File: config.mk
export PLATFORM = sky130hd
export DESIGN_NAME = rqk_cell
export DESIGN_NICKNAME = d
export VERILOG_FILES = /design/src/rtl/rqk_pkg.sv /design/src/rtl/rqk_cell.sv
export SDC_FILE = /design/constraint.sdc
export NUM_CORES = 1
export LEC_CHECK = 0
export ABC_AREA = 1
export BUFFER_PORTS_ARGS = -buffer_cell sky130_fd_sc_hd__clkbuf_2
export CORE_AREA = 5 5 114 116
export CTS_BUF_LIST = sky130_fd_sc_hd__clkbuf_16
export CTS_CLUSTER_SIZE = 40
export DETAILED_ROUTE_END_ITERATION = 10
export DIE_AREA = 0 0 119 121
export MAX_ROUTING_LAYER = met4
export PLACE_DENSITY = 0.77
export SYNTH_ARGS = -nofsm -noshare
export SYNTH_HDL_FRONTEND = slang
export SYNTH_SLANG_ARGS = --single-unit
File: constraint.sdc
create_clock -name clk -period 7.6 [get_ports clk]
set_input_delay 0.76 -clock clk [delete_from_list [all_inputs] [get_ports clk]]
set_output_delay 0.76 -clock clk [all_outputs]
set_load 0.01 [all_outputs]
File: src/rtl/rqk_pkg.sv
// ----------------------------------------------------------------------------
// rqk_pkg
// shared codes, field widths and cell control type of the retroactive queue
// ----------------------------------------------------------------------------
package rqk_pkg;

  // field widths
  localparam int CMD_W       = 3;
  localparam int TIME_REQ_W  = 32;
  localparam int VALUE_W     = 32;
  localparam int RANK_W      = 7;
  localparam int STATUS_W    = 2;
  localparam int SIZE_W      = 7;

  // packed stream widths
  localparam int IN_DATA_W   = 72;  // time_req, entry_value, rank, pad
  localparam int OUT_DATA_W  = 40;  // result_value, live_size, pad

  // command codes
  localparam logic [CMD_W-1:0] CMD_ADD_ENQ = 3'd0;
  localparam logic [CMD_W-1:0] CMD_ADD_DEQ = 3'd1;
  localparam logic [CMD_W-1:0] CMD_REM_ENQ = 3'd2;
  localparam logic [CMD_W-1:0] CMD_REM_DEQ = 3'd3;
  localparam logic [CMD_W-1:0] CMD_QUERY   = 3'd4;

  // status codes
  localparam logic [STATUS_W-1:0] ST_OK          = 2'd0;
  localparam logic [STATUS_W-1:0] ST_FULL        = 2'd1;
  localparam logic [STATUS_W-1:0] ST_NOT_PRESENT = 2'd2;
  localparam logic [STATUS_W-1:0] ST_NO_ELEMENT  = 2'd3;

  localparam logic [SIZE_W-1:0] SIZE_MAX = 7'd127;

  // per-row update strobes broadcast to every cell
  typedef struct packed {
    logic ins;  // sorted insert of the key
    logic rem;  // remove last entry at or before the key
  } cell_ctl_t;

endpackage

File: src/rtl/rqk_cell.sv
// ----------------------------------------------------------------------------
// rqk_cell
// one slot of a sorted row: holds a timestamp and a payload, shifts to or
// from its neighbors on insert and remove
// ----------------------------------------------------------------------------
module rqk_cell #(
  parameter int IDX       = 0,
  parameter int TIME_BITS = 32,
  parameter int VAL_BITS  = 32,
  parameter int WANT_W    = 8
) (
  input  logic                  clk,
  input  rqk_pkg::cell_ctl_t    ctl,
  input  logic                  valid,
  input  logic [TIME_BITS-1:0]  key,
  input  logic [VAL_BITS-1:0]   new_val,
  input  logic                  le_prev,
  input  logic                  le_next,
  input  logic [TIME_BITS-1:0]  prev_stamp,
  input  logic [VAL_BITS-1:0]   prev_val,
  input  logic [TIME_BITS-1:0]  next_stamp,
  input  logic [VAL_BITS-1:0]   next_val,
  input  logic [WANT_W-1:0]     want,
  output logic                  le,
  output logic                  exact,
  output logic [TIME_BITS-1:0]  stamp,
  output logic [VAL_BITS-1:0]   val,
  output logic [VAL_BITS-1:0]   sel_val
);
  import rqk_pkg::*;

  localparam logic [WANT_W-1:0] MY_RANK = WANT_W'(IDX + 1);

  assign le      = valid && (stamp <= key);
  // last entry at or before the key, with an exact time match
  assign exact   = le && !le_next && (stamp == key);
  assign sel_val = (want == MY_RANK) ? val : '0;

  always_ff @(posedge clk) begin
    if (ctl.ins && !le) begin
      stamp <= le_prev ? key : prev_stamp;
      val   <= le_prev ? new_val : prev_val;
    end else if (ctl.rem && !le_next) begin
      stamp <= next_stamp;
      val   <= next_val;
    end
  end

endmodule

==> results by stage, run 1 <==
Critical path:
- The top cell family by delay on the critical path is buffers and inverters.
- The path depth of the worst reg2reg path is 11.
- The critical path in this run is classified as primary input to flop.
- The critical path startpoint category is a primary input.
- The cell with the most instances on the worst path is buf_4.
- Of all nets on the critical path, the largest fanout is between 60 and 70.
- The minimum setup slack among reg-to-reg paths is ~4000 ps.
- The largest single stage delay on the critical path is roughly 550 ps.
- The signal on the critical path passes through clkbuf_2 > inv_1 > ha_1 > nand2_1 > nor2_1 > nand4_1 > nor2_1 > nand4_1 > buf_4 > nand3_2 > buf_4 > o21ai_4 > buf_4.
- The slowest cell on the critical path is buf_4.
- The worst register-to-register path begins at stamp[30]$_DFFE_PP_.
- The required time of the worst setup path is roughly 7600 ps.
- The capturing element type of the critical path is a flop.
- The reg-to-reg critical path endpoint is val[25]$_DFFE_PP_.
- The number of buffer and inverter stages on the critical path is 5.
- The endpoint arrival time on the critical path is around 3800 ps.

Cells and area:
- Relative to the synthesized area, the layout overhead comes to 37.7%.
- The register cell area after layout is between 1500 and 2000 µm².
- In the final layout, the multi-input gates occupy 2390 µm².
- Leaving out fill and tap cells, the most frequent cells in the layout are clkbuf_2 (302), nand2_1 (160), inv_1 (76).
- The final design instance area without fill is 6610 µm².
- The number of nets at the end of the flow is ~1100.
- The number of antenna diodes in the final layout is 0.
- In the final layout, the share of cells above drive strength 1 is between 40 and 50%.
- The most common library cell in the layout ignoring fill and taps is clkbuf_2.
- The number of fillers in the final layout is around 1100.

Synth:
- Yosys printed 0 warnings.
- The average size of a mapped cell is between 7 and 8 µm².
- In the synthesized netlist, the number of instances is 606.
- The number of distinct library cell variants in the gate-level netlist after synthesis is 21.
- The number of nets in the synthesized netlist is ~840.
- In the synthesized netlist the dominant register cell turns out to be edfxtp_1.
- The summed instance area of the synthesized netlist is slightly below 5000 µm².
- The sequential cell area fraction in the yosys report is 40.0%.
- The synthesized design contains 64 enable-type register cells.
- The synthesis-stage register bit count is 64.
- After synthesis, the share of flip-flops with an asynchronous set or reset is 0%.

STA:
- The total count of hold-check failures in the final report is 0.
- Headroom to the max-slew limit came out at between 20% and 30%.
- For the pin with the worst max-slew slack, the measured transition is between 1000 and 1500 ps.
- The max-slew violation count is 0.
- On the final layout, the worst clock skew is around 9.5 ps.
- The worst path in the final design needs a cycle of between 3000 and 4000 ps, including I/O delays and setup.
- The final hold slack is around 710 ps.
- In the final timing run, aggregate negative setup slack is 0 ps.
- The final cycle utilization of the critical path is 49.8%.
- Setup repair after global routing left no endpoint under its margin.
- Setup violations remaining at the end of the flow were counted as 0.
- For this run, the top clock speed supported by timing is 264 MHz.

Outcome:
- The run finished with clean final reports.

Die:
- The count of pins on the block boundary is just over 300.
- The area of the core region is 11800 µm².
- After floorplanning, the core was divided into 40 placement rows.
- The die width is ~120 µm.
- The die area is about 14000 µm².
- The initial core utilization is 40.7%.
- The y dimension of the die is around 120 µm.

Global routing:
- Entering global routing, the biggest net connects between 90 and 100 pins.
- The number of antenna violations at the first check in global routing came to 0.
- Summed over all layers, the global routing overflow is 0.
- The wire length of the first global-routing pass is 24.5 mm.
- For this run, the total global-route usage over all layers was measured as 21.4%.
- The number of global-route vias before repair is between 4000 and 5000.

Power and ir drop:
- The power per cell area is around 180 nW/µm².
- Summed over all cells, the static leakage comes to 3.71 nW.
- The largest voltage drop on the vdd net is ~110 µV.

Clocking:
- After clock tree synthesis, the clock-pin slew on the worst setup and hold paths is 60 ps.
- The post-CTS setup buffer count is 0.
- TritonCTS built the clock tree.
- The cell sitting at the root of the clock tree is a clkbuf_16.
- The longest clock path from root to sink contains 2 buffers.
- The total number of H-tree levels is 3.
- The number of buffers added by the clock tree synthesis step is 9.
- The number of instances resized during post-cts repair is 0.
- In this run, post-CTS hold repair placed 0 buffers.
- The clock sink count is 64.
- Clock latency on the worst-skew pair, taken at its later pin, is about 320 ps.

Routing:
- Once detail routing completed, the nets flagged for antenna violations numbered 0.
- The routed wire length is between 15 and 20 mm.
- The detailed router placed between 5000 and 6000 vias in this run.
- The iteration count of the initial detailed-routing pass is 5.
- The post-detailed-route via-to-cell ratio is ~5.0.
- The remaining routing DRC violations is 0.
- The routed wirelength normalized by instance count is around 16 µm.
- The violation count after the first detailed-route iteration is ~320.

Placement:
- The detailed placement HPWL is approximately 12 mm.
- Once placement finished, the instance area stood at roughly 6300 µm².
- The congestion estimate from routability-driven global placement came to 0.930.
- The count of port buffers added during placement is ~300.

Min path:
- The class of the worst hold path is primary input to flop.
- For hold timing, the worst endpoint is val[26]$_DFFE_PP_.
- The startpoint identified for the worst hold timing path is next_val[26].
- The hold path depth is 3.

Run:
- The reported max-cap violation count is 0.
## metal layers
layer / track usage (%) / vias to the layer above / share of wire (%)
li1: - / 2592 / -
met1: 26.3 / 2319 / 42
met2: 37.1 / 221 / 51
met3: 3.12 / 16 / 6.1
met4: 5.65 / 0 / 1.3
met5: - / - / 0
## power breakdown
part	switching [mW]	internal, mW	total (mW)
Sequential	0.0289	0.450	0.479
Combinational	0.187	0.138	0.325
Clock	0.137	0.247	0.385
Total	0.353	0.835	1.19
## sequential cells by signal, summed over array words and instances, names as in the netlist
register / flops
stamp: 32
val: 32
## tightest hold or removal path, cell delays in order
cell	delay (ps)
clkbuf_2	80
nand2_1	40
nand2_1	40
## logic make-up (layout without fill, tap and decap cells)
kind of cell | after synthesis | after routing | synth area share [%]
buffers and inverters | 117 | 397 | 10.5
muxes | 33 | 33 | 7.74
and+or+nand+nor | 310 | 310 | 28.0
adders and majority gates | 32 | 32 | 8.34
DFF | 64 | 64 | 40.0
AOI/OAI and AO/OA | 50 | 50 | 5.37
## cells in the mapped netlist (2+ instances only)
cell type,count,area [µm²]
edfxtp_1,64,1920
buf_1,3,11.3
nand3_1,4,20.0
clkbuf_1,19,71.3
nor2_1,74,278
inv_1,75,282
mux2_2,33,372
ha_1,32,400
a21oi_1,44,220
nand2_1,161,604
buf_4,2,15.0
nand4_1,68,425
nor4_1,2,12.5
buf_2,12,60.1
buf_6,6,67.6
o21ai_0,2,10.0
## layout make-up
type | instances | share of cell area, %
multi-input combinational | 425 | 36.2
tap | 147 | 2.78
clock inverter | 5 | 0.776
clock buffer | 9 | 3.41
sequential | 64 | 29.1
inverter | 75 | 4.26
timing repair buffer | 308 | 23.5
## how the worst max path moves through the flow
stage	from	to	slack, ps	depth (start not counted)
6_report	key[31]	val[25]$_DFFE_PP_	3810	13
5_1_grt	key[30]	val[24]$_DFFE_PP_	3430	13
4_1_cts	key[31]	val[24]$_DFFE_PP_	3800	13
3_5_place_dp	key[31]	val[17]$_DFFE_PP_	3470	13
3_3_place_gp	key[31]	val[21]$_DFFE_PP_	3580	13
2_1_floorplan	key[31]	stamp[0]$_DFFE_PP_	3140	12
## stage by stage
stage          worst slack [ps]  std cells  power [mW]  util, %
2_1_floorplan              3140        606       0.672        -
3_3_place_gp               3580       1019       0.801     53.7
3_5_place_dp               3470       1019       0.810     53.7
4_1_cts                    3800       1033        1.20     56.0
5_1_grt                    3430       1033        1.25     56.0
6_report                   3810       1033        1.19     56.0
Power figures use the tool's default switching activity.
==> run 2: changes to the inputs <==
--- a/config.mk
+++ b/config.mk
@@ -7,11 +7,12 @@
 export LEC_CHECK = 0
 export ABC_AREA = 1
 export BUFFER_PORTS_ARGS = -buffer_cell sky130_fd_sc_hd__clkbuf_2
-export CORE_AREA = 5 5 114 116
+export CORE_ASPECT_RATIO = 1.4
+export CORE_MARGIN = 5
+export CORE_UTILIZATION = 39
 export CTS_BUF_LIST = sky130_fd_sc_hd__clkbuf_16
 export CTS_CLUSTER_SIZE = 40
 export DETAILED_ROUTE_END_ITERATION = 10
-export DIE_AREA = 0 0 119 121
 export MAX_ROUTING_LAYER = met4
 export PLACE_DENSITY = 0.77
 export SYNTH_ARGS = -nofsm -noshare
==> constraint.sdc (replaced) <==
create_clock -name clk -period 3.1 [get_ports clk]
set_input_delay 0.31 -clock clk [delete_from_list [all_inputs] [get_ports clk]]
set_output_delay 0.31 -clock clk [all_outputs]
set_load 0.01 [all_outputs]
==> results by stage, run 2 (same netlist as run 1, synthesis figures left out) <==
Routing:
- The routed wire length is 16.4 mm.
- The remaining routing DRC violations is 0.
- The routed wirelength normalized by instance count is roughly 16 µm.
- The iteration count of the initial detailed-routing pass is 4.
- The violation count after the first detailed-route iteration is approximately 200.
- Once detail routing completed, the nets flagged for antenna violations numbered 0.
- Detailed routing inserted a total of 5158 vias.
- In the routed layout, each cell is associated on average with a via count of 4.94.

Clocking:
- The number of instances resized during post-cts repair is 0.
- TritonCTS built the clock tree.
- At the later pin of the worst-skew pair, clock insertion delay measures roughly 330 ps.
- The longest clock path from root to sink contains 2 buffers.
- The cell sitting at the root of the clock tree is a clkbuf_16.
- Buffers inserted during clock tree synthesis total 9.
- The count of hold-fix buffers inserted at cts is 0.
- CTS built an H-tree with a depth of 3.
- CTS saw 64 sinks.
- Clock-pin slew was measured on the worst setup and hold paths at ~60 ps.
- The post-CTS setup buffer count is 0.

Critical path:
- The cell count along the critical path is 9.
- The largest fanout of any net on the critical path is 38.
- The critical path startpoint category is a flop.
- The critical setup path kind is flop to output pin.
- The maximum single-stage delay on the critical path is between 300 and 400 ps.
- The worst setup path is captured at an output pin.
- Together, buffers and inverters on the worst path number 2.
- The signal on the critical path passes through ha_1 > nand2_1 > nor2_1 > nand4_1 > nor2_1 > nand4_1 > buf_4 > nor2_1 > clkbuf_2.
- The path depth of the worst reg2reg path is 10.
- The cell with the most instances on the worst path is nor2_1.
- The required time of the worst setup path is approximately 2800 ps.
- Broken down by cell family, the worst path's largest delay share belongs to simple AND/OR/NAND/NOR gates.
- The slowest cell on the critical path is edfxtp_1.
- For the worst setup path, the data arrival time is between 2000 and 2500 ps.
- Across all register-to-register paths, the minimum setup slack is 550 ps.

Power and ir drop:
- Summed over all cells, the static leakage comes to roughly 3.7 nW.
- Across the VDD grid, the largest voltage drop is around 230 µV.
- Power spread over the standard cell area amounts to 440 nW/µm².

Global routing:
- The number of global-route vias before repair came to 5234.
- The aggregate global-route resource usage is between 20% and 30%.
- The number of antenna violations at the first check in global routing is 0.
- The pin count of the biggest net entering global routing is between 80 and 90.
- The first global-routing pass estimated 25.2 mm of wire.
- The total overflow left after global routing is 0.

Cells and area:
- The number of fillers in the final layout is between 1000 and 1500.
- The number of antenna diodes is 0.
- The area added between synthesis and finish is 39.2%.
- The top cell types in the final layout, fill and taps aside, are clkbuf_2 (302), nand2_1 (160), inv_1 (75).
- The fraction of final layout cells with drive strength greater than 1 is approximately 41%.
- The count of cells in the finished layout, fillers not included, comes to around 1000.
- After the last flow step, the layout net total stands at approximately 1100.
- In the final layout, the registers with the most flip-flops are stamp x32, val x32.
- The most common library cell in the layout ignoring fill and taps is clkbuf_2.

Die:
- The count of pins on the block boundary is ~300.
- The y dimension of the die is 141 µm.
- The die covers approximately 15000 µm².
- The initial core utilization is 39.4%.
- In this run the core area contains 48 standard-cell rows.
- The die width is 104 µm.
- The area of the core region is around 12000 µm².

STA:
- The headroom to the max-slew limit is about two fifths.
- Setup repair after global routing left no endpoint under its margin.
- Final hold analysis gives a worst-case slack of ~240 ps.
- The pin slew with the least headroom to its limit is approximately 900 ps.
- Setup total negative slack on the finished layout was measured at 0 ps.
- The max-slew violation count is 0.
- The maximum clock frequency is 371 MHz.
- The total count of hold-check failures in the final report came to 0.
- The final period demand of the worst path is 2700 ps.
- The number of failing setup endpoints in the final timing report is 0.
- On the final layout, the worst clock skew is about 8 ps.
- The final cycle utilization of the critical path is between 80% and 90%.

Placement:
- The count of port buffers added during placement is approximately 300.
- At the end of routability-driven placement, the weighted congestion stood at just under 0.9.
- The number of placed instances, taps included, is roughly 1000.
- Summed over all nets, the half-perimeter wirelength after detailed placement is ~13 mm.

Min path:
- The worst hold path passes through 3 cells.
- The worst hold path belongs to the class primary input to flop.

Outcome:
- The flow ran to the end, and the final reports show no timing, DRC or antenna violations.

Run:
- The reported max-cap violation count is 0.
-- run 2: path summary, 6_finish.rpt --
check	startpoint	endpoint
min reg2reg	stamp[31]$_DFFE_PP_	stamp[24]$_DFFE_PP_
max	stamp[31]$_DFFE_PP_	exact
max reg2reg	stamp[31]$_DFFE_PP_	stamp[27]$_DFFE_PP_
min	next_val[17]	val[17]$_DFFE_PP_
-- run 2: final cells by class --
class	instances	area (µm²)	area share, %
Clock buffer	9	225	3.37
Clock inverter	7	62.6	0.936
Inverter	75	282	4.21
Multi-Input combinational cell	425	2390	35.8
Sequential cell	64	1920	28.7
Tap cell	150	188	2.81
Timing Repair Buffer	314	1610	24.1
-- run 2: per-layer routing --
| metal | track usage, % | wire (µm) | vias to the layer above |
|---|---|---|---|
| met5 | - | 0 | - |
| met4 | 8.39 | 553 | 0 |
| met3 | 4.19 | 949 | 39 |
| met2 | 37.6 | 8440 | 205 |
| met1 | 25.0 | 6440 | 2306 |
| li1 | - | - | 2608 |
-- run 2: stage by stage --
| step | power [mW] | utilization (%) | area [µm²] | worst slack (ps) |
|---|---|---|---|---|
| floorplan | 1.64 | - | 4810 | 191 |
| global placement | 1.97 | 52.5 | 6400 | 542 |
| detailed placement | 1.99 | 52.5 | 6400 | 485 |
| CTS | 2.97 | 54.8 | 6690 | 353 |
| global route | 3.12 | 54.8 | 6690 | 202 |
| finish | 2.94 | 54.8 | 6690 | 403 |
-- run 2: where the power goes --
| group | internal (mW) | total [mW] | switching, mW | leakage [nW] |
|---|---|---|---|---|
| logic | 0.344 | 0.803 | 0.459 | 2.96 |
| registers | 1.10 | 1.17 | 0.0652 | 0.635 |
| clock network | 0.614 | 0.972 | 0.358 | 0.146 |
| total | 2.06 | 2.94 | 0.882 | 3.75 |
-- run 2: worst register-to-register path, stage by stage, from the launching register on --
cell and delay [ps]:
edfxtp_1 380, ha_1 310, nand2_1 60, nor2_1 130, nand4_1 160, nor2_1 230, nand4_1 180, nand3_2 160
buf_4 550, nand2_1 170, nand2_1 80
