--- src/rtl/rqk_pkg.sv ---
// ----------------------------------------------------------------------------
// rqk_pkg
// shared codes, field widths and cell control type of the retroactive queue
// ----------------------------------------------------------------------------
package rqk_pkg;

  // field widths
  localparam int CMD_W       = 3;
  localparam int TIME_REQ_W  = 32;
  localparam int VALUE_W     = 32;
  localparam int RANK_W      = 7;
  localparam int STATUS_W    = 2;
  localparam int SIZE_W      = 7;

  // packed stream widths
  localparam int IN_DATA_W   = 72;  // time_req, entry_value, rank, pad
  localparam int OUT_DATA_W  = 40;  // result_value, live_size, pad

  // command codes
  localparam logic [CMD_W-1:0] CMD_ADD_ENQ = 3'd0;
  localparam logic [CMD_W-1:0] CMD_ADD_DEQ = 3'd1;
  localparam logic [CMD_W-1:0] CMD_REM_ENQ = 3'd2;
  localparam logic [CMD_W-1:0] CMD_REM_DEQ = 3'd3;
  localparam logic [CMD_W-1:0] CMD_QUERY   = 3'd4;

  // status codes
  localparam logic [STATUS_W-1:0] ST_OK          = 2'd0;
  localparam logic [STATUS_W-1:0] ST_FULL        = 2'd1;
  localparam logic [STATUS_W-1:0] ST_NOT_PRESENT = 2'd2;
  localparam logic [STATUS_W-1:0] ST_NO_ELEMENT  = 2'd3;

  localparam logic [SIZE_W-1:0] SIZE_MAX = 7'd127;

  // per-row update strobes broadcast to every cell
  typedef struct packed {
    logic ins;  // sorted insert of the key
    logic rem;  // remove last entry at or before the key
  } cell_ctl_t;

endpackage

--- src/rtl/rqk_count.sv ---
// ----------------------------------------------------------------------------
// rqk_count
// turns the thermometer of at-or-before flags of a sorted row into a count
// ----------------------------------------------------------------------------
module rqk_count #(
  parameter int CAPACITY = 64,
  parameter int CNT_W    = 7
) (
  input  logic [CAPACITY-1:0] le,
  output logic [CNT_W-1:0]    count
);
  import rqk_pkg::*;

  // one-hot boundary between the set prefix and the clear suffix
  logic [CAPACITY:0] edge_pos;

  always_comb begin
    edge_pos[0]        = !le[0];
    edge_pos[CAPACITY] = le[CAPACITY-1];
    for (int i = 1; i < CAPACITY; i++) begin
      edge_pos[i] = le[i-1] && !le[i];
    end
  end

  always_comb begin
    count = '0;
    for (int i = 0; i <= CAPACITY; i++) begin
      if (edge_pos[i]) begin
        count = count | CNT_W'(i);
      end
    end
  end

endmodule

--- config.mk ---
export PLATFORM = sky130hd
export DESIGN_NAME = rqk_count
export DESIGN_NICKNAME = d
export VERILOG_FILES = /design/src/rtl/rqk_pkg.sv /design/src/rtl/rqk_count.sv
export SDC_FILE = /design/constraint.sdc
export NUM_CORES = 1
export LEC_CHECK = 0
export CAP_MARGIN = 20
export CORE_AREA = 2 2 39 41
export DETAILED_ROUTE_END_ITERATION = 7
export DIE_AREA = 0 0 41 43
export DONT_BUFFER_PORTS = 1
export PLACE_DENSITY = 0.72
export SETUP_SLACK_MARGIN = 0.15
export SYNTH_ARGS = -nofsm -noshare
export SYNTH_HDL_FRONTEND = slang
export SYNTH_SLANG_ARGS = --single-unit
--- constraint.sdc ---
create_clock -name vclk -period 1.35
set_input_delay 0.27 -clock vclk [all_inputs]
set_output_delay 0.27 -clock vclk [all_outputs]
set_load 0.01 [all_outputs]
==> results of run 1 <==
-- kinds of logic (layout without fill, tap and decap cells) --
family | count (synthesis) | after routing | share of synthesized area [%]
buf+inv | 21 | 25 | 10.9
simple gates | 73 | 73 | 60.7
compound gates | 26 | 26 | 28.4
-- final cells by class --
type	count	area, um2	area share [%]
tap	16	20.0	2.25
timing repair buffer	5	41.3	4.63
multi-input combinational	99	754	84.7
inverter	20	75.1	8.43
-- power by group through the flow --
| stage | sequential, mW | combinational (mW) | clock [mW] |
|---|---|---|---|
| 6_report | 0 | 0.232 | 0 |
| 3_5_place_dp | 0 | 0.194 | 0 |
| 3_3_place_gp | 0 | 0.193 | 0 |
| 5_1_grt | 0 | 0.251 | 0 |
| 4_1_cts | 0 | 0.212 | 0 |
| 2_1_floorplan | 0 | 0.157 | 0 |
-- Yosys cell counts --
| library cell | number | share of area (%) |
|---|---|---|
| nand2b_1 | 29 | 24 |
| inv_1 | 20 | 9.9 |
| o2111ai_1 | 12 | 14 |
| nand4_1 | 8 | 6.6 |
| o21ai_0 | 8 | 5.3 |
| nand3_1 | 7 | 4.6 |
| nor3_1 | 7 | 4.6 |
| or2b_1 | 7 | 6.9 |
| nand2b_2 | 5 | 5.8 |
| nor2_1 | 4 | 2.0 |
| nor4_1 | 3 | 2.5 |
| o2111ai_2 | 3 | 5.9 |
| nor4_2 | 2 | 3.3 |
| a21boi_0 | 1 | 0.99 |
| buf_4 | 1 | 0.99 |
| nand2_1 | 1 | 0.49 |
| o221ai_1 | 1 | 1.2 |
| o2bb2ai_1 | 1 | 1.2 |
-- metrics by stage --
stage | TNS [ns] | instance area (um2)
finish | -0.0944 | 891
global placement | -0.0260 | 801
floorplan | 0 | 758
global route | -0.306 | 891
CTS | -0.0689 | 853
detailed placement | -0.0695 | 801
-- what timing repair did --
action	in CTS	in global routing
pin swaps	8	7
gates resized for setup	11	8
setup endpoints to repair	6	6
hold endpoints to repair	0	0
setup buffers	1	0
-- layer usage --
metal	GRT usage, %	vias to the layer above
met1	34.2	434
met4	10.0	0
met2	46.9	72
met3	4.19	12
met5	0	-
li1	-	449
-- how the worst max path moves through the flow --
| stage | endpoint | cells past startpoint |
|---|---|---|
| final | count[0] | 4 |
| after global routing | count[0] | 4 |
| after CTS | count[0] | 4 |
| after detailed placement | count[0] | 4 |
| after global placement | count[0] | 4 |
| after floorplan | count[0] | 4 |
==> metrics.csv, run 1 <==
stage,metric,value,unit
outcome,status,"complete, but fails checks",
outcome,violations,setup timing,
setup_path,cp_num_buf_inv,0,
global_routing,grt_start_max_net_pins,4,
power_and_ir_drop,leakagePower,0.354,nW
timing,fin_crit,1.40,ns
setup_path,worstSetupEndpointType,output pin,
yosys,syn_inst,120,
yosys,synth_nets,184,
timing,timing.final.crit_share,104,%
drt,vias,967,
floorplanning,coreArea,1380,um2
power_and_ir_drop,switching_share,53.6,%
drt,drt_iter0_drc,40,
yosys,synth_cell_types,18,
drt,wl_per_cell,17.9,um
cts,hold_buffers,0,
global_routing,grt-ovfl-total,0,
global_routing,first_global_vias,955,
setup_path,crit_required,1.08,ns
cells_and_area,layout-drive-gt1-share,20.2,%
yosys,seq_area_frac_synth,0,%
drt,wl_met2,1230,um
cells_and_area,layout_commonest_cell,nand2b_1,
cells_and_area,syn_to_final_growth,17.5,%
timing,worst_pin_slew,0.347,ns
timing,setup_viol,3,
placement,dp_slack,-0.0442,ns
setup_path,critPathKind,input pin to output pin,
floorplanning,die_h,43,um
power_and_ir_drop,power_frac_comb,100.0,%
timing,rsz0062_at_grt,true,
yosys,syn_area_per_cell,6.32,um2
yosys,ys_warn_count,0,
power_and_ir_drop,clockPowerShare,0,%
cells_and_area,nFlopsAndLatches,0,
drt,wl_met1,926,um
setup_path,crit_start,le[56],
placement,gp_congestion,0.858,
drt,drtPass1Iterations,4,
timing,hold_violations,0,
setup_path,start_kind,input pin,
cells_and_area,layout_common_cells,"nand2b_1, inv_1, o2111ai_1",
floorplanning,die_w,41,um
worst_hold_path,hold_depth,0,
cells_and_area,n_clock_buffer,0,
worst_hold_path,worstHoldPathType,input pin to output pin,
drt,drt_wl_total,2510,um
floorplanning,initial_core_util,54.8,%
setup_path,slowest_delay,0.32,ns
global_routing,track_usage,28.1,%
floorplanning,dieArea,1760,um2
floorplanning,rows,14,
drt,vias_per_cell,6.91,
setup_path,critical_path.cell_chain,or2b_1 -> o2111ai_2 -> nor4_4 -> nand4_1,
placement,dp_hpwl,2140,um
timing,final-max-slew-violation-count,0,
drt,drc_errors,0,
job,cap_violations,0,
drt,highest_layer,met4,
power_and_ir_drop,power,0.232,mW
cells_and_area,diodes,0,
power_and_ir_drop,pwr-share-seq,0,%
cells_and_area,nNetsFinal,190,
cells_and_area,fillers,126,
worst_hold_path,hold_start,le[63],
cells_and_area,regArea,0,um2
timing,fmax,714,MHz
timing,slew_headroom,76.9,%
power_and_ir_drop,p_switching,0.124,mW
power_and_ir_drop,irDropWorstVdd,0.131,mV
setup_path,critPathTopFamily,simple AND/OR/NAND/NOR gates,
global_routing,grt_pass1_wl,3620,um
drt,final_antenna_net_count,0,
global_routing,antenna_found_initial,0,
timing,finalWorstSetupSlack,-0.0514,ns
placement,placed_cells_incl_taps,139,
timing,holdWs,0.540,ns
power_and_ir_drop,p_int,0.108,mW
setup_path,worstPathMaxFanout,2,
placement,port_buffers,0,
cells_and_area,fin_util,64.4,%
setup_path,slowest_stage,nor4_4,
floorplanning,io_pins,71,
setup_path,arrival,1.13,ns
cells_and_area,final_cells,140,
drt,dr_wl_met3,266,um
power_and_ir_drop,p_per_area,261,nW/um2
worst_hold_path,holdPathEnd,count[6],
yosys,synth_area,758,um2
(Power assumes the default switching activity.)
==> run 2, diff against run 1 <==
--- a/config.mk
+++ b/config.mk
@@ -12,6 +12,7 @@
 export DONT_BUFFER_PORTS = 1
 export PLACE_DENSITY = 0.72
 export SETUP_SLACK_MARGIN = 0.15
+export SKIP_LAST_GASP = 1
 export SYNTH_ARGS = -nofsm -noshare
 export SYNTH_HDL_FRONTEND = slang
 export SYNTH_SLANG_ARGS = --single-unit
==> run 2 against run 1 <==
The run still ends with setup timing left. Via count unchanged. Sequential share of layout area is the same. Global-route usage up 0.10 points. Count of clock-buffer cells in the layout stayed put. Total power is 4.8% higher. Flip-flop and latch count unchanged. Hold slack barely moved. Die area unchanged. First-iteration DRC count is 43% lower. Final area rose by 3.2%. Highest routed layer unchanged.
==> metrics.csv, run 2 (synthesis gave the netlist of run 1 again) <==
stage,metric,value,unit,change
global_routing,grt_use_met3,4.71,%,+0.52 points
floorplanning,die_h,43,um,unchanged
global_routing,grt_start_max_net_pins,4,,unchanged
timing,fmax,714,MHz,about the same
drt,drt_iter0_drc,23,,-43%
timing,setup_viol,3,,unchanged
placement,dp_hpwl,2140,um,unchanged
cells_and_area,syn_to_final_growth,21.3,%,
setup_path,slowest_stage,nor4_1,,
outcome,violations,setup timing,,
floorplanning,initial_core_util,54.8,%,unchanged
power_and_ir_drop,power,0.244,mW,+4.8%
setup_path,cp_num_buf_inv,0,,unchanged
timing,hold_violations,0,,unchanged
floorplanning,die_w,41,um,unchanged
outcome,status,"complete, but fails checks",,
setup_path,critPathTopFamily,simple AND/OR/NAND/NOR gates,,
timing,finalWorstSetupSlack,-0.0503,ns,+0.00112 ns
setup_path,start_kind,input pin,,
cells_and_area,nNetsFinal,190,,unchanged
drt,vias_per_cell,6.91,,unchanged
placement,port_buffers,0,,unchanged
timing,rsz0062_at_grt,true,,
cells_and_area,nFlopsAndLatches,0,,unchanged
floorplanning,rows,14,,unchanged
placement,dp_slack,-0.0442,ns,unchanged
global_routing,met2_usage,45.9,%,-0.94 points
cells_and_area,diodes,0,,unchanged
timing,final-max-slew-violation-count,0,,unchanged
setup_path,worstSetupEndpointType,output pin,,
global_routing,antenna_found_initial,0,,unchanged
power_and_ir_drop,irDropWorstVdd,0.141,mV,+8.1%
floorplanning,dieArea,1760,um2,unchanged
cells_and_area,regArea,0,um2,unchanged
worst_hold_path,hold_depth,0,,unchanged
cells_and_area,layout_common_cells,"nand2b_1, inv_1, o2111ai_1",,
drt,drtPass1Iterations,4,,unchanged
power_and_ir_drop,p_per_area,265,nW/um2,+1.5%
power_and_ir_drop,leakagePower,0.370,nW,+4.4%
setup_path,arrival,1.13,ns,about the same
job,cap_violations,0,,unchanged
setup_path,worstPathMaxFanout,3,,+1
global_routing,busiest_layer,met2,,
placement,gp_congestion,0.858,,unchanged
drt,final_antenna_net_count,0,,unchanged
drt,drc_errors,0,,unchanged
setup_path,critPathKind,input pin to output pin,,
timing,slew_headroom,74.1,%,-2.8 points
floorplanning,io_pins,71,,unchanged
worst_hold_path,holdPathEnd,count[6],,
cells_and_area,fillers,118,,-6.3%
setup_path,crit_required,1.08,ns,about the same
global_routing,first_global_vias,944,,-1.2%
setup_path,critical_path.cell_chain,or2b_1 -> o2111ai_1 -> nor4_1 -> nand3_1,,
timing,fin_crit,1.40,ns,-0.00112 ns
worst_hold_path,worstHoldPathType,input pin to output pin,,
floorplanning,coreArea,1380,um2,unchanged
worst_hold_path,hold_start,le[63],,
cells_and_area,multi_input_area,779,um2,+3.3%
timing,worst_pin_slew,0.385,ns,+0.0380 ns
setup_path,slowest_delay,0.32,ns,about the same
cts,hold_buffers,0,,unchanged
setup_path,crit_start,le[28],,
cells_and_area,fin_util,66.5,%,+2.1 points
cells_and_area,final_cells,140,,unchanged
placement,placed_cells_incl_taps,139,,unchanged
drt,drt_wl_total,2580,um,+2.9%
drt,wl_per_cell,18.4,um,+2.9%
global_routing,use_met1,35.1,%,+0.95 points
cells_and_area,layout-drive-gt1-share,21.8,%,+1.6 points
cells_and_area,n_clock_buffer,0,,unchanged
timing,timing.final.crit_share,104,%,about the same
global_routing,grt-ovfl-total,0,,unchanged
drt,vias,967,,unchanged
cells_and_area,layout_commonest_cell,nand2b_1,,
global_routing,track_usage,28.2,%,+0.10 points
global_routing,grt_pass1_wl,3600,um,-0.58%
run 2: cell type report:
| class | instances | area share [%] |
|---|---|---|
| well taps | 16 | 2.18 |
| multi-input cells | 99 | 84.8 |
| repair buffers | 5 | 4.90 |
| inverters | 20 | 8.16 |
run 2: power breakdown:
| group | leakage (nW) | internal, mW | switching [mW] |
|---|---|---|---|
| logic | 0.370 | 0.115 | 0.128 |
| registers | 0 | 0 | 0 |
| clock network | 0 | 0 | 0 |
run 2: worst max path at each step:
stage | end | cells past startpoint
after floorplan | count[0] | 4
after global placement | count[0] | 4
after detailed placement | count[0] | 4
after CTS | count[0] | 4
after global routing | count[0] | 4
final | count[3] | 4
run 2: timing repair:
action / in CTS / in global routing
cloned: 0 / 0
endpoints found under the setup margin: 6 / 6
pin swaps: 8 / 12
resized for setup: 6 / 17
setup buffers: 1 / 0
run 2: metal layers:
metal | vias to the layer above | routed length (um)
li1 | 449 | -
met1 | 417 | 905
met2 | 89 | 1290
met3 | 12 | 304
met4 | 0 | 87
met5 | - | 0
run 2: per-stage QoR:
step	setup TNS (ns)	cell area [um2]	hold WS, ns
floorplan	0	758	0.632
global placement	-0.0260	801	0.540
detailed placement	-0.0695	801	0.540
CTS	-0.0689	827	0.540
global route	-0.303	920	0.540
finish	-0.0887	920	0.540
==> run 3, diff against run 2 <==
--- a/config.mk
+++ b/config.mk
@@ -5,12 +5,13 @@
 export SDC_FILE = /design/constraint.sdc
 export NUM_CORES = 1
 export LEC_CHECK = 0
+export ABC_AREA = 1
 export CAP_MARGIN = 20
-export CORE_AREA = 2 2 39 41
+export CORE_AREA = 2 2 42 44
 export DETAILED_ROUTE_END_ITERATION = 7
-export DIE_AREA = 0 0 41 43
+export DIE_AREA = 0 0 44 46
 export DONT_BUFFER_PORTS = 1
-export PLACE_DENSITY = 0.72
+export PLACE_DENSITY = 0.76
 export SETUP_SLACK_MARGIN = 0.15
 export SKIP_LAST_GASP = 1
 export SYNTH_ARGS = -nofsm -noshare
==> run 3 against run 2 <==
The flow now finishes without violations. Wire length is 19% lower. First-iteration DRC count decreased by 39%. Via count up 17%. Combinational power down 4%. Total power shrank 3.6%. Critical path type unchanged.
==> metrics.csv, run 3 <==
stage,metric,value,unit,change
cells_and_area,regArea,0,um2,unchanged
drt,drc_errors,0,,unchanged
drt,final_antenna_net_count,0,,unchanged
cells_and_area,layout_commonest_cell,nand2_1,,
timing,setup_viol,0,,-3
cells_and_area,nFlopsAndLatches,0,,unchanged
cells_and_area,diodes,0,,unchanged
global_routing,first_global_vias,987,,+4.6%
setup_path,worstPathMaxFanout,2,,-1
cells_and_area,n_clock_buffer,0,,unchanged
cells_and_area,fillers,200,,+69%
global_routing,grt-ovfl-total,0,,unchanged
cells_and_area,layout-drive-gt1-share,6.33,%,-15 points
global_routing,met2_usage,40.0,%,-5.9 points
worst_hold_path,hold_start,le[63],,
drt,drtPass1Iterations,4,,unchanged
floorplanning,initial_core_util,58.2,%,+3.4 points
cells_and_area,nNetsFinal,303,,+59%
global_routing,grt_pass1_wl,3180,um,-12%
yosys,syn_area_per_cell,3.95,um2,-38%
power_and_ir_drop,p_per_area,244,nW/um2,-7.7%
yosys,synth_cell_types,8,,-10
drt,drt_iter0_drc,14,,-39%
yosys,synth_top_area_cell,nand2_1,,
job,cap_violations,0,,unchanged
cells_and_area,syn_to_final_growth,2.26,%,
drt,wl_per_cell,8.22,um,-55%
cells_and_area,final_cells,254,,+81%
global_routing,antenna_found_initial,0,,unchanged
setup_path,slowest_stage,nor2_2,,
outcome,status,"finished, final reports clean",,
setup_path,crit_required,1.08,ns,about the same
global_routing,track_usage,19.6,%,-8.6 points
global_routing,use_met1,22.3,%,-13 points
setup_path,crit_start,le[31],,
timing,finalWorstSetupSlack,0.231,ns,+0.282 ns
drt,drt_wl_total,2090,um,-19%
timing,worst_pin_slew,0.151,ns,-0.233 ns
yosys,ys_warn_count,0,,unchanged
floorplanning,coreArea,1610,um2,+17%
floorplanning,io_pins,71,,unchanged
timing,timing.final.crit_share,82.9,%,-21 points
yosys,synth_area,940,um2,+24%
cells_and_area,layout_common_cells,"nand2_1, inv_1, nor2_1",,
yosys,syn_inst,238,,+98%
placement,port_buffers,0,,unchanged
timing,fmax,894,MHz,+25%
placement,gp_congestion,0.913,,+6.5%
placement,dp_hpwl,1970,um,-7.7%
timing,rsz0062_at_grt,false,,
yosys,synth_top_area_share,50.3,%,+26 points
timing,finalSetupTns,0,ns,+0.0887 ns
global_routing,busiest_layer,met2,,
floorplanning,die_w,44,um,+7.3%
timing,slew_headroom,89.8,%,+16 points
timing,fin_crit,1.12,ns,-0.282 ns
timing,holdWs,0.540,ns,+0.0000670 ns
floorplanning,die_h,46,um,+7.0%
cts,cts_resized,0,,-6
yosys,synth_commonest_cells,"nand2_1, inv_1, nor2_1, nand2_2, nor2_2",,
timing,final-max-slew-violation-count,0,,unchanged
yosys,synth_nets,302,,+64%
global_routing,grt_use_met3,1.59,%,-3.1 points
yosys,yosysMostFrequentCell,nand2_1,,
power_and_ir_drop,irDropWorstVdd,0.123,mV,-13%
setup_path,worstSetupEndpointType,output pin,,
power_and_ir_drop,leakagePower,0.759,nW,+110%
yosys,seq_area_frac_synth,0,%,unchanged
drt,vias_per_cell,4.44,,-36%
placement,dp_slack,0.209,ns,+0.253 ns
setup_path,start_kind,input pin,,
placement,placed_cells_incl_taps,254,,+83%
floorplanning,rows,15,,+1
floorplanning,dieArea,2020,um2,+15%
yosys,synth_area_leaders,"nand2_1, inv_1, nor2_1",,
timing,hold_violations,0,,unchanged
setup_path,path_common_cell,nand2_1,,
worst_hold_path,worstHoldPathType,input pin to output pin,,
setup_path,slowest_delay,0.12,ns,-0.20 ns
cells_and_area,fin_util,59.5,%,-6.9 points
setup_path,critPathKind,input pin to output pin,,
setup_path,critical_path.cell_chain,inv_1 -> nand2_1 -> nand2_2 -> nor2_2 -> nand2_1 -> nor2_1 -> nand2_1,,
setup_path,arrival,0.85,ns,-0.28 ns
cts,hold_buffers,0,,unchanged
cts,post_cts_buffers,0,,-1
drt,vias,1128,,+17%
global_routing,grt_start_max_net_pins,3,,-1
run 3: routing by layer:
layer	vias up	part of all wire [%]	routed length, um
met2	44	51	1060
met1	432	40	839
met5	-	0	0
li1	652	-	-
met3	0	9.0	188
met4	0	0	0
run 3: logic make-up (layout without fill, tap and decap cells):
group,Yosys count,after routing,share of synthesized area [%]
and+or+nand+nor,173,173,73.4
buffers and inverters,63,62,25.6
AOI/OAI and AO/OA,2,2,1.07
run 3: final cells by class:
cell class                      instances  area [um2]  share of cell area, %
Multi-Input combinational cell        175         707                   73.6
Inverter                               62         233                   24.2
Tap cell                               17        21.3                   2.21
run 3: critical path, delay by kind of cell:
kind                   cells  cell delay [ns]
buffers and inverters      1             0.02
and+or+nand+nor            6             0.56
run 3: power by group:
part | internal (mW) | switching (mW)
Sequential | 0 | 0
Clock | 0 | 0
Combinational | 0.0900 | 0.145
Total | 0.0900 | 0.145
run 3: through the flow:
step	cell area [um2]	power (mW)
6_report	961	0.235
3_5_place_dp	953	0.231
4_1_cts	953	0.233
3_3_place_gp	953	0.230
2_1_floorplan	940	0.201
5_1_grt	961	0.276
run 3: final timing paths:
kind,endpoint,slack [ns],cells past startpoint
setup / recovery,count[4],0.23,7
hold / removal,count[6],0.54,0
